[config.mk]
export PLATFORM = sky130hd
export DESIGN_NAME = button_tempo_metronome_core
export DESIGN_NICKNAME = d
export VERILOG_FILES = /design/src/sv/btm_pkg.sv /design/src/sv/btm_div.sv /design/src/sv/button_tempo_metronome_core.sv
export SDC_FILE = /design/constraint.sdc
export NUM_CORES = 1
export LEC_CHECK = 0
export BUFFER_PORTS_ARGS = -buffer_cell sky130_fd_sc_hd__buf_2
export CORE_MARGIN = 5
export CORE_UTILIZATION = 55
export DETAILED_ROUTE_END_ITERATION = 10
export PLACE_DENSITY_LB_ADDON = 0.3
export RECOVER_POWER = 50
export SLEW_MARGIN = 20
export SYNTH_ARGS = -nofsm -noshare
export SYNTH_HDL_FRONTEND = slang
export SYNTH_SLANG_ARGS = --single-unit
export TNS_END_PERCENT = 20
[constraint.sdc]
create_clock -name clk -period 4.25 [get_ports clk]
set_input_delay 0.85 -clock clk [delete_from_list [all_inputs] [get_ports clk]]
set_output_delay 0.85 -clock clk [all_outputs]
set_load 0.005 [all_outputs]
[src/sv/btm_pkg.sv]
`timescale 1ns / 1ps
`default_nettype none
// ---------------------------------------------------------------------------
// btm_pkg: shared types and constants of the metronome core
// Field widths, reset values, register indexes and the divider handshake.
// ---------------------------------------------------------------------------
package btm_pkg;

	localparam int TEMPO_W  = 9;
	localparam int PERIOD_W = 16;
	localparam int CFG_W    = 9;
	localparam int CFG_IDX_W = 1;

	localparam logic [PERIOD_W-1:0] PERIOD_NUMERATOR = 16'd60000;
	localparam logic [TEMPO_W-1:0]  TEMPO_RESET      = 9'd120;
	localparam logic [TEMPO_W-1:0]  MIN_TEMPO_RESET  = 9'd1;
	localparam logic [TEMPO_W-1:0]  MAX_TEMPO_RESET  = 9'd300;
	localparam logic [PERIOD_W-1:0] ELAPSED_TOP      = 16'hFFFF;

	// Configuration register indexes.
	localparam logic [CFG_IDX_W-1:0] REG_MIN_TEMPO = 1'b0;
	localparam logic [CFG_IDX_W-1:0] REG_MAX_TEMPO = 1'b1;

	// Divider produces one quotient bit per cycle.
	localparam int DIV_STEPS = PERIOD_W;
	localparam int DIV_CNT_W = $clog2(DIV_STEPS);

	typedef struct packed {
		logic start;
	} div_ctl_t;

	typedef struct packed {
		logic busy;
		logic done;
	} div_sts_t;

endpackage : btm_pkg
`default_nettype wire

[src/sv/btm_div.sv]
`timescale 1ns / 1ps
`default_nettype none
// ---------------------------------------------------------------------------
// btm_div: bit-serial divider for the beat period
// Restoring division of the fixed numerator by the tempo, one quotient bit
// per cycle through a shift register; the quotient is held until the next start.
// ---------------------------------------------------------------------------
module btm_div (
	input  wire logic                          clk,
	input  wire logic                          arst_n,
	input  wire btm_pkg::div_ctl_t             ctl,
	input  wire logic [btm_pkg::TEMPO_W-1:0]   divisor,
	output btm_pkg::div_sts_t                  sts,
	output logic [btm_pkg::PERIOD_W-1:0]       quotient
);
	import btm_pkg::*;

	logic                 busy_q;
	logic                 done_q;
	logic [DIV_CNT_W-1:0] cnt_q;
	logic [TEMPO_W-1:0]   div_q;
	logic [TEMPO_W-1:0]   rem_q;
	logic [PERIOD_W-1:0]  num_q;

	logic [TEMPO_W:0]     trial;
	logic [TEMPO_W+1:0]   diff;
	logic                 fits;

	// The remainder stays below the divisor, so the shifted remainder fits
	// one bit wider than the tempo.
	assign trial = {rem_q, num_q[PERIOD_W-1]};
	assign diff  = {1'b0, trial} - {2'b00, div_q};
	assign fits  = ~diff[TEMPO_W+1];

	always_ff @(posedge clk or negedge arst_n) begin
		if (!arst_n) begin
			busy_q <= 1'b0;
			done_q <= 1'b0;
			cnt_q  <= '0;
		end else begin
			done_q <= 1'b0;
			if (ctl.start) begin
				busy_q <= 1'b1;
				cnt_q  <= DIV_CNT_W'(DIV_STEPS - 1);
			end else if (busy_q) begin
				cnt_q <= cnt_q - 1'b1;
				if (cnt_q == '0) begin
					busy_q <= 1'b0;
					done_q <= 1'b1;
				end
			end
		end
	end

	// Quotient bits enter at the bottom as numerator bits leave at the top.
	always_ff @(posedge clk) begin
		if (ctl.start) begin
			div_q <= divisor;
			rem_q <= '0;
			num_q <= PERIOD_NUMERATOR;
		end else if (busy_q) begin
			rem_q <= fits ? diff[TEMPO_W-1:0] : trial[TEMPO_W-1:0];
			num_q <= {num_q[PERIOD_W-2:0], fits};
		end
	end

	assign sts.busy = busy_q;
	assign sts.done = done_q;
	assign quotient = num_q;

	assert property (@(posedge clk) disable iff (!arst_n) done_q |-> !busy_q)
		else $error("divider done while still busy");
	assert property (@(posedge clk) disable iff (!arst_n) ctl.start |=> busy_q)
		else $error("divider did not start");
	assert property (@(posedge clk) disable iff (!arst_n)
		busy_q && cnt_q == '0 && !ctl.start |=> done_q)
		else $error("divider missed its done pulse");

endmodule : btm_div
`default_nettype wire

[src/sv/button_tempo_metronome_core.sv]
`timescale 1ns / 1ps
`default_nettype none
// ---------------------------------------------------------------------------
// button_tempo_metronome_core: button-driven metronome tick generator
// Tracks button edges, tempo and elapsed milliseconds, emits beat ticks.
// ---------------------------------------------------------------------------
// The accepting edge updates the button edges, tempo and millisecond count
// and starts the bit-serial divider, which forms 60000 / tempo one quotient
// bit per cycle and flags completion with the last bit; the result is then
// compared and loaded into the output register as soon as that register is
// free. No new item is accepted until that load. The next item is accepted
// while the previous result still waits in the output register; a finished
// result waits only if that register is still full. An up edge raises the
// tempo only while it is below max_tempo and a down edge lowers it only while
// it is above min_tempo (0 acts as 1), and the elapsed count saturates at 65535.
module button_tempo_metronome_core (
	input  wire logic                              clk,
	input  wire logic                              arst_n,
	// configuration
	input  wire logic                              cfg_we,
	input  wire logic [btm_pkg::CFG_IDX_W-1:0]     cfg_index,
	input  wire logic [btm_pkg::CFG_W-1:0]         cfg_data,
	// input channel
	input  wire logic                              in_valid,
	output logic                                   in_stall,
	input  wire logic                              enable_button,
	input  wire logic                              up_button,
	input  wire logic                              down_button,
	input  wire logic                              millisecond_passed,
	// output channel
	output logic                                   out_valid,
	input  wire logic                              out_stall,
	output logic                                   tick,
	output logic                                   running,
	output logic [btm_pkg::TEMPO_W-1:0]            tempo,
	output logic [btm_pkg::PERIOD_W-1:0]           period_ms
);
	import btm_pkg::*;

	typedef enum logic [1:0] {
		ST_IDLE,
		ST_DIV,
		ST_WAIT
	} state_t;

	state_t              state_q;
	logic [TEMPO_W-1:0]  min_tempo_q;
	logic [TEMPO_W-1:0]  max_tempo_q;
	logic                enabled_q;
	logic                enable_prev_q;
	logic                up_prev_q;
	logic                down_prev_q;
	logic [TEMPO_W-1:0]  bpm_q;
	logic [PERIOD_W-1:0] elapsed_q;

	logic                out_valid_q;
	logic                tick_q;
	logic                running_q;
	logic [TEMPO_W-1:0]  tempo_q;
	logic [PERIOD_W-1:0] period_q;

	logic                in_accept;
	logic                out_free;
	logic                en_next;
	logic                up_edge;
	logic                down_edge;
	logic [TEMPO_W-1:0]  floor_tempo;
	logic [TEMPO_W-1:0]  bpm_up;
	logic [TEMPO_W-1:0]  bpm_next;
	logic [PERIOD_W-1:0] elapsed_next;
	logic                finish;
	logic                tick_now;

	div_ctl_t            div_ctl;
	div_sts_t            div_sts;
	logic [PERIOD_W-1:0] quotient;

	assign in_stall  = (state_q != ST_IDLE);
	assign in_accept = in_valid && !in_stall;
	assign out_free  = !out_valid_q || !out_stall;

	// Tempo update of one item: enable edge first, then up, then down.
	always_comb begin
		en_next      = enabled_q ^ (enable_button & ~enable_prev_q);
		up_edge      = en_next && up_button && !up_prev_q;
		down_edge    = en_next && down_button && !down_prev_q;
		floor_tempo  = (min_tempo_q == '0) ? MIN_TEMPO_RESET : min_tempo_q;
		bpm_up       = (up_edge && bpm_q < max_tempo_q) ? bpm_q + 1'b1 : bpm_q;
		bpm_next     = (down_edge && bpm_up > floor_tempo) ? bpm_up - 1'b1 : bpm_up;
		elapsed_next = (millisecond_passed && elapsed_q != ELAPSED_TOP)
			? elapsed_q + 1'b1 : elapsed_q;
	end

	assign div_ctl.start = in_accept;

	btm_div u_div (
		.clk      (clk),
		.arst_n   (arst_n),
		.ctl      (div_ctl),
		.divisor  (bpm_next),
		.sts      (div_sts),
		.quotient (quotient)
	);

	assign finish   = ((state_q == ST_DIV && div_sts.done) || state_q == ST_WAIT) && out_free;
	assign tick_now = enabled_q && (elapsed_q > quotient);

	always_ff @(posedge clk or negedge arst_n) begin
		if (!arst_n) begin
			state_q       <= ST_IDLE;
			min_tempo_q   <= MIN_TEMPO_RESET;
			max_tempo_q   <= MAX_TEMPO_RESET;
			enabled_q     <= 1'b0;
			enable_prev_q <= 1'b0;
			up_prev_q     <= 1'b0;
			down_prev_q   <= 1'b0;
			bpm_q         <= TEMPO_RESET;
			elapsed_q     <= '0;
			out_valid_q   <= 1'b0;
		end else begin
			if (cfg_we) begin
				unique case (cfg_index)
					REG_MIN_TEMPO: min_tempo_q <= cfg_data;
					REG_MAX_TEMPO: max_tempo_q <= cfg_data;
					default: ;
				endcase
			end

			if (out_valid_q && !out_stall) begin
				out_valid_q <= 1'b0;
			end

			unique case (state_q)
				ST_IDLE: begin
					if (in_accept) begin
						enabled_q     <= en_next;
						enable_prev_q <= enable_button;
						if (en_next) begin
							up_prev_q   <= up_button;
							down_prev_q <= down_button;
						end
						bpm_q     <= bpm_next;
						elapsed_q <= elapsed_next;
						state_q   <= ST_DIV;
					end
				end
				ST_DIV, ST_WAIT: begin
					if (finish) begin
						out_valid_q <= 1'b1;
						if (tick_now) begin
							elapsed_q <= '0;
						end
						state_q <= ST_IDLE;
					end else if (state_q == ST_DIV && div_sts.done) begin
						state_q <= ST_WAIT;
					end
				end
				default: state_q <= ST_IDLE;
			endcase
		end
	end

	always_ff @(posedge clk) begin
		if (finish) begin
			tick_q    <= tick_now;
			running_q <= enabled_q;
			tempo_q   <= bpm_q;
			period_q  <= quotient;
		end
	end

	assign out_valid = out_valid_q;
	assign tick      = tick_q;
	assign running   = running_q;
	assign tempo     = tempo_q;
	assign period_ms = period_q;

	assert property (@(posedge clk) disable iff (!arst_n) bpm_q != '0)
		else $error("tempo reached zero");
	assert property (@(posedge clk) disable iff (!arst_n)
		div_sts.done |-> state_q == ST_DIV)
		else $error("divider finished outside the divide state");
	assert property (@(posedge clk) disable iff (!arst_n)
		out_valid_q && tick_q |-> running_q)
		else $error("tick emitted while stopped");
	assert property (@(posedge clk) disable iff (!arst_n)
		state_q == ST_DIV |-> div_sts.busy || div_sts.done)
		else $error("divide state without a running divider");

endmodule : button_tempo_metronome_core
`default_nettype wire

# Yosys cells after proc, flatten, opt, wreduce, memory -nomap -nowiden
# Cells that the tools add are included.
dict set report totals {
  regBits 117
  out_inout_bits 29
  word_cells 97
}
dict set report classes {
  magnitude_cmp 3
  bitwise 5
  reduce_logical 32
  n_mux 24
  addsub 5
  eq_ne 8
}
# cell count
set op_table {}
lappend op_table {{$mux 16} 4}
lappend op_table {{$mux 9} 4}
lappend op_table {{$pmux 16 s2} 1}
lappend op_table {{$add 16x1->16 const B} 1}
lappend op_table {{$gt 16x16->1} 1}
lappend op_table {{$ne 16x16->1 const B} 1}
lappend op_table {{$logic_and 1x1->1} 12}
lappend op_table {{$sub 10x9->11} 1}
lappend op_table {{$add 9x1->9 const B} 1}
lappend op_table {{$gt 9x9->1} 1}
lappend op_table {{$logic_not 9->1} 1}
lappend op_table {{$lt 9x9->1} 1}
lappend op_table {{$mux 1} 9}
lappend op_table {{$sub 9x1->9 const B} 1}
lappend op_table {{$mux 4} 2}
lappend op_table {{$ne 2x2->1 const B} 4}
lappend op_table {{$reduce_and 2->1} 4}
lappend op_table {{$mux 2} 3}
lappend op_table {{$reduce_bool 2->1} 3}
lappend op_table {{$logic_not 1->1} 5}
lappend op_table {{$reduce_and 5->1} 1}
lappend op_table {{$logic_not 4->1} 1}
lappend op_table {{$pmux 2 s2} 1}
lappend op_table {{$sub 4x1->4 const B} 1}
lappend op_table {{10 further kinds} 13}

# Logic depth before layout (Yosys ltp)
dict set report logic_depth {
  depth_word 10
  ltp_mapped 18
  ltp_nobuf 17
}

# By module
# From an unflattened synthesis, not the netlist that was laid out.
dict set report unflattened {
  cells_unflattened 637
  hier_area_um2 6555.0
}
# module instances cells_per_inst seq_area_each_um2 area_each_um2
set by_module_without_submodules {}
lappend by_module_without_submodules {button_tempo_metronome_core 1 436 2073.2 4540.6}
lappend by_module_without_submodules {btm_div 1 201 920.9 2014.4}

# Worst setup path before layout
# Ideal clock, no wire load.
dict set report synth_path {
  kind {input-to-reg}
  start {input enable_button}
  end {register bpm_q[8]}
  arrival_time_ps 4112
  setup_slack_ps 7
  stages 15
  n_path_buf 0
  required_time_ps 4119
  setup_time_ps 131
  cell_sequence {nor2b_4 xnor2_2 nor3_2 nand4_1 xnor2_2 inv_1 ha_1 and3_1 and3_1 a211oi_1 o211ai_1 a211oi_4 o211a_4 mux2i_1 or3_1}
}
dict set report synth_between {
  elab_chain_cells 9
}
# element line_no
set synth_lines {}
lappend synth_lines {{start: declaration} button_tempo_metronome_core.sv:26} ;# input wire logic enable_button,
lappend synth_lines {{$and 1x1->1 *} button_tempo_metronome_core.sv:84} ;# en_next = enabled_q ^ (enable_button & ~enable_prev_q);
lappend synth_lines {{$xor 1x1->1 *} button_tempo_metronome_core.sv:84}
lappend synth_lines {{$logic_and 1x1->1 (2 in a row)} button_tempo_metronome_core.sv:85} ;# up_edge = en_next && up_button && !up_prev_q;
lappend synth_lines {{$logic_and 1x1->1} button_tempo_metronome_core.sv:88} ;# bpm_up = (up_edge && bpm_q < max_tempo_q) ? bpm_q + 1'b1 : bpm_q;
lappend synth_lines {{$mux 9} button_tempo_metronome_core.sv:88}
lappend synth_lines {{$gt 9x9->1} button_tempo_metronome_core.sv:89} ;# bpm_next = (down_edge && bpm_up > floor_tempo) ? bpm_up - 1'b1 : bpm_up;
lappend synth_lines {{$logic_and 1x1->1} button_tempo_metronome_core.sv:89}
lappend synth_lines {{$mux 9 *} button_tempo_metronome_core.sv:89}
lappend synth_lines {{end signal: assignment} button_tempo_metronome_core.sv:142} ;# bpm_q <= bpm_next;
lappend synth_lines {{end: declaration} button_tempo_metronome_core.sv:53} ;# logic [TEMPO_W-1:0] bpm_q;
# Every way passes the cells marked *; elsewhere a longest branch is shown, timed or not.
# A chain may end at the register's enable or synchronous reset.

# Final worst setup path
dict set report layout_path {
  start {register bpm_q[4]}
  end {register bpm_q[8]}
}
dict set report layout_between {
  elab_chain_cells 6
}
# element line_no
set layout_lines {}
lappend layout_lines {{$lt 9x9->1} button_tempo_metronome_core.sv:88}
lappend layout_lines {{$logic_and 1x1->1} button_tempo_metronome_core.sv:88}
lappend layout_lines {{$mux 9 *} button_tempo_metronome_core.sv:88}
lappend layout_lines {{$gt 9x9->1} button_tempo_metronome_core.sv:89}
lappend layout_lines {{$logic_and 1x1->1} button_tempo_metronome_core.sv:89}
lappend layout_lines {{$mux 9 *} button_tempo_metronome_core.sv:89}
# Marks and branches as above.

==> impl_metrics.ini <==
[die]
die_area_sq_um = 14070
die_y_um = 118.6
row_count = 39
io_pins = 48
core_area_sq_um = 11470
die-width_um = 118.6
start_util = 0.5658

[synthesis]
yosysUniqueCellTypes = 66
ys_seq_elements = 117
synth_top_area_cell = dfrtp_1
synthCells = 652
yosysMostFrequentCell = inv_1
async_flop_share = 0.4786
synth.area.top_cells = dfrtp_1 18%, edfxtp_1 17%, ha_1 9.8%
synth_edf_count = 36
synth_fp_nets = 723
syn-cell-area_sq_um = 6489
synth_top_area_frac = 0.1813
yosysSeqAreaShare = 0.4614
yosysWarnings = 0
synth.avg_cell_area_sq_um = 9.952
ys.flop_type = dfrtp_1
synthTopCellsByCount = 64 x inv_1, 63 x nand2_1, 51 x ha_1, 47 x dfrtp_1

[min_path]
min_to = period_ms[5]$_DFFE_PP_
hold_path_class = flip-flop to flip-flop
worstHoldPathCells = 0
holdCritStartpoint = u_div.quotient[5]$_SDFFE_PP1P_

[finish]
nFillCells = 854
antenna_cells = 0
final_nets = 804
syn_to_final_growth_pct = 18.13
drive_gt1_frac = 0.2107
multi_input_area_sq_um = 3193
seqCellArea_sq_um = 2994

[clock_tree]
clk_latency_ps = 420
clkSlewWorstSetupHoldPaths_ps = 60
htree_num_levels = 4
clockBufferDepth = 2
cts_made_buffers = 17
cts_root_buf = clkbuf_16
clock-sinks = 117
hold_buffers = 0
tritoncts = built

[setup_path]
rr_worst_depth = 15
critPathArrivalTime_ps = 4420
worstSetupStartpointType = flip-flop
reg2reg_from = bpm_q[4]$_DFFE_PN1P_
crit_path_end_kind = flip-flop
critPathKind = flip-flop to flip-flop
rrSetupSlack_ps = 120
r2r_end = bpm_q[8]$_DFFE_PN0P_
required_ps = 4540
path_max_fanout = 9

[grt]
grt_pass1_vias = 5193
grt_usage = 0.2209
overflow = 0
grt_start_max_net_pins = 46
grt_pass1_wl_um = 25050
antenna_found_initial = 0

[pwr]
swShare = 0.3631
p_leak_nw = 3.513
ir_drop_uv = 385.9
cellPowerDensity_nw_per_um2 = 610.0
pwr-share-seq = 0.362
power_mw = 4.676
p_sw_mw = 1.698
power_frac_clock = 0.284
p_int_mw = 2.978
comb_power_share = 0.354

[placed_design]
place.gp.congestion = 0.8892
place_hpwl_um = 10800
io_buffers = 47
pre_cts_ws_ps = -18.94

[timing]
min_period_ps = 4131
whs_ps = 470.5
setup_viol_count_final = 0
relSlewSlack = -0.08847
fin_ws_ps = 119.1
worst_slew_pin_slew_ps = 1633
min_period_over_period = 0.9720
timing.fmax_mhz = 242.1
clock_skew_ps = 11.65
drv_slew = 93
finalHoldViolCount = 0

[run_status]
violations = capacitance limit, slew limit
status = finished, violations left

[detailed_routing]
ant_nets = 0
drt_iter0_markers = 422
vias = 5123
drtPass1Iterations = 5
routed_wl_um = 14820
vias_per_cell = 5.769
wl_per_cell_um = 16.69
drc = 0

[flow_run]
cap_violations = 3
[layer usage]
metal  vias to the layer above  global-route usage  wire (um)
li1                       2476                   -          -
met1                      2468              0.2938       6785
met2                       160              0.3580       7073
met3                        19             0.04967        773
met4                         0             0.07442        187
met5                         -                   0          0
[through the flow]
| stage | std cells | util | area (sq um) | setup TNS [ps] |
|---|---|---|---|---|
| 5_1_grt | 888 | 0.6684 | 7665 | -8.329 |
| 4_1_cts | 884 | 0.6632 | 7605 | 0 |
| 3_5_place_dp | 853 | 0.6144 | 7046 | -42.27 |
| 6_report | 888 | 0.6684 | 7665 | 0 |
| 2_1_floorplan | 652 | - | 6489 | 0 |
| 3_3_place_gp | 853 | 0.6144 | 7046 | 0 |
[power by group through the flow]
stage,Clock (mW),Combinational [mW],Sequential [mW]
floorplan,0,1.19,1.63
global placement,0,1.53,1.68
detailed placement,0,1.62,1.70
CTS,1.35,1.64,1.68
global route,1.41,1.87,1.73
finish,1.33,1.66,1.69
[placed cells by master, fill, tap and decap left out, types with 3 or more instances in the layout]
cell        instances
o21a_1              5
clkinvlp_4          4
xor2_1             11
clkbuf_1           11
nand3_1            20
o311ai_0            3
nor3_1             10
mux2i_1            21
nor2_1             37
nand2_1            63
dfxtp_1            25
a21boi_0            3
or4_1               6
edfxtp_1           36
xnor2_2             4
buf_4              31
and2_1              3
nor4_1              6
clkinv_4            4
inv_1              64
o31ai_1             7
dfrtp_1            47
buf_2              45
a21o_1              8
dfstp_2             9
a21oi_1            36
o21ai_0            37
inv_6               3
xnor2_1            12
or3_1               6
ha_1               51
a21oi_2             3
mux2_2             14
clkbuf_16          17
nand4_1            11
and3_1              3
nor2b_1             8
o211ai_1           12
a211o_1             3
[how the worst max path moves through the flow]
stage                                          start                    to  slack, ps  depth (start not counted)
after floorplan                        enable_button  bpm_q[8]$_DFFE_PN0P_          7                         15
after global placement                 enable_button  bpm_q[8]$_DFFE_PN0P_         90                         16
after detailed placement               enable_button  bpm_q[4]$_DFFE_PN1P_        -20                         17
after CTS                 max_tempo_q[5]$_DFFE_PN1P_  bpm_q[4]$_DFFE_PN1P_         40                         18
after global routing      max_tempo_q[2]$_DFFE_PN1P_  bpm_q[4]$_DFFE_PN1P_         -7                         19
final                           bpm_q[4]$_DFFE_PN1P_  bpm_q[8]$_DFFE_PN0P_        120                         15
[registers in the layout, indices dropped and copies added, names as in the netlist, 2 cells and up]
signal          flops
bpm_q               9
elapsed_q          16
max_tempo_q         9
min_tempo_q         9
period_ms          16
state_q             2
tempo               9
u_div.cnt_q         4
u_div.div_q         9
u_div.quotient     16
u_div.rem_q         9
[critical path: stages, from the launching register on]
cell      delay, ps
dfstp_2         550
clkbuf_1        450
nand3_1         150
nor2_1          230
nand4_1         210
xnor2_2         190
inv_1            80
ha_1            310
and3_4          190
and3_4          180
a211oi_2        240
o211ai_1        200
a211oi_4        360
o211a_4         220
mux2i_1          60
or3_1           370
[cells by family after synthesis]
| family | count (synthesis) | share of synthesized area |
|---|---|---|
| flip-flops | 117 | 0.4614 |
| AO/OA/AOI/OAI | 138 | 0.1369 |
| multiplexers | 35 | 0.05669 |
| adder cells (fa/ha/maj) | 52 | 0.1014 |
| AND/OR/NAND/NOR | 193 | 0.1475 |
| XOR/XNOR | 27 | 0.03876 |
| buffers and inverters | 90 | 0.05727 |
[repair_timing]
item                       4_1_cts  5_1_grt
setup buffers                    0        4
resized for setup                1       13
gates cloned                     0        0
setup endpoints to repair        2       11
pin swaps                        0       15
hold endpoints to repair         0        0
[area by class of cell]
class | count | share of cell area
multi-input combinational | 445 | 0.4166
clock buffer | 17 | 0.05550
timing repair buffer | 87 | 0.06513
clock inverter | 14 | 0.01698
tap | 143 | 0.02334
sequential | 117 | 0.3906
inverter | 65 | 0.03183
Power figures use the tool's default switching activity.
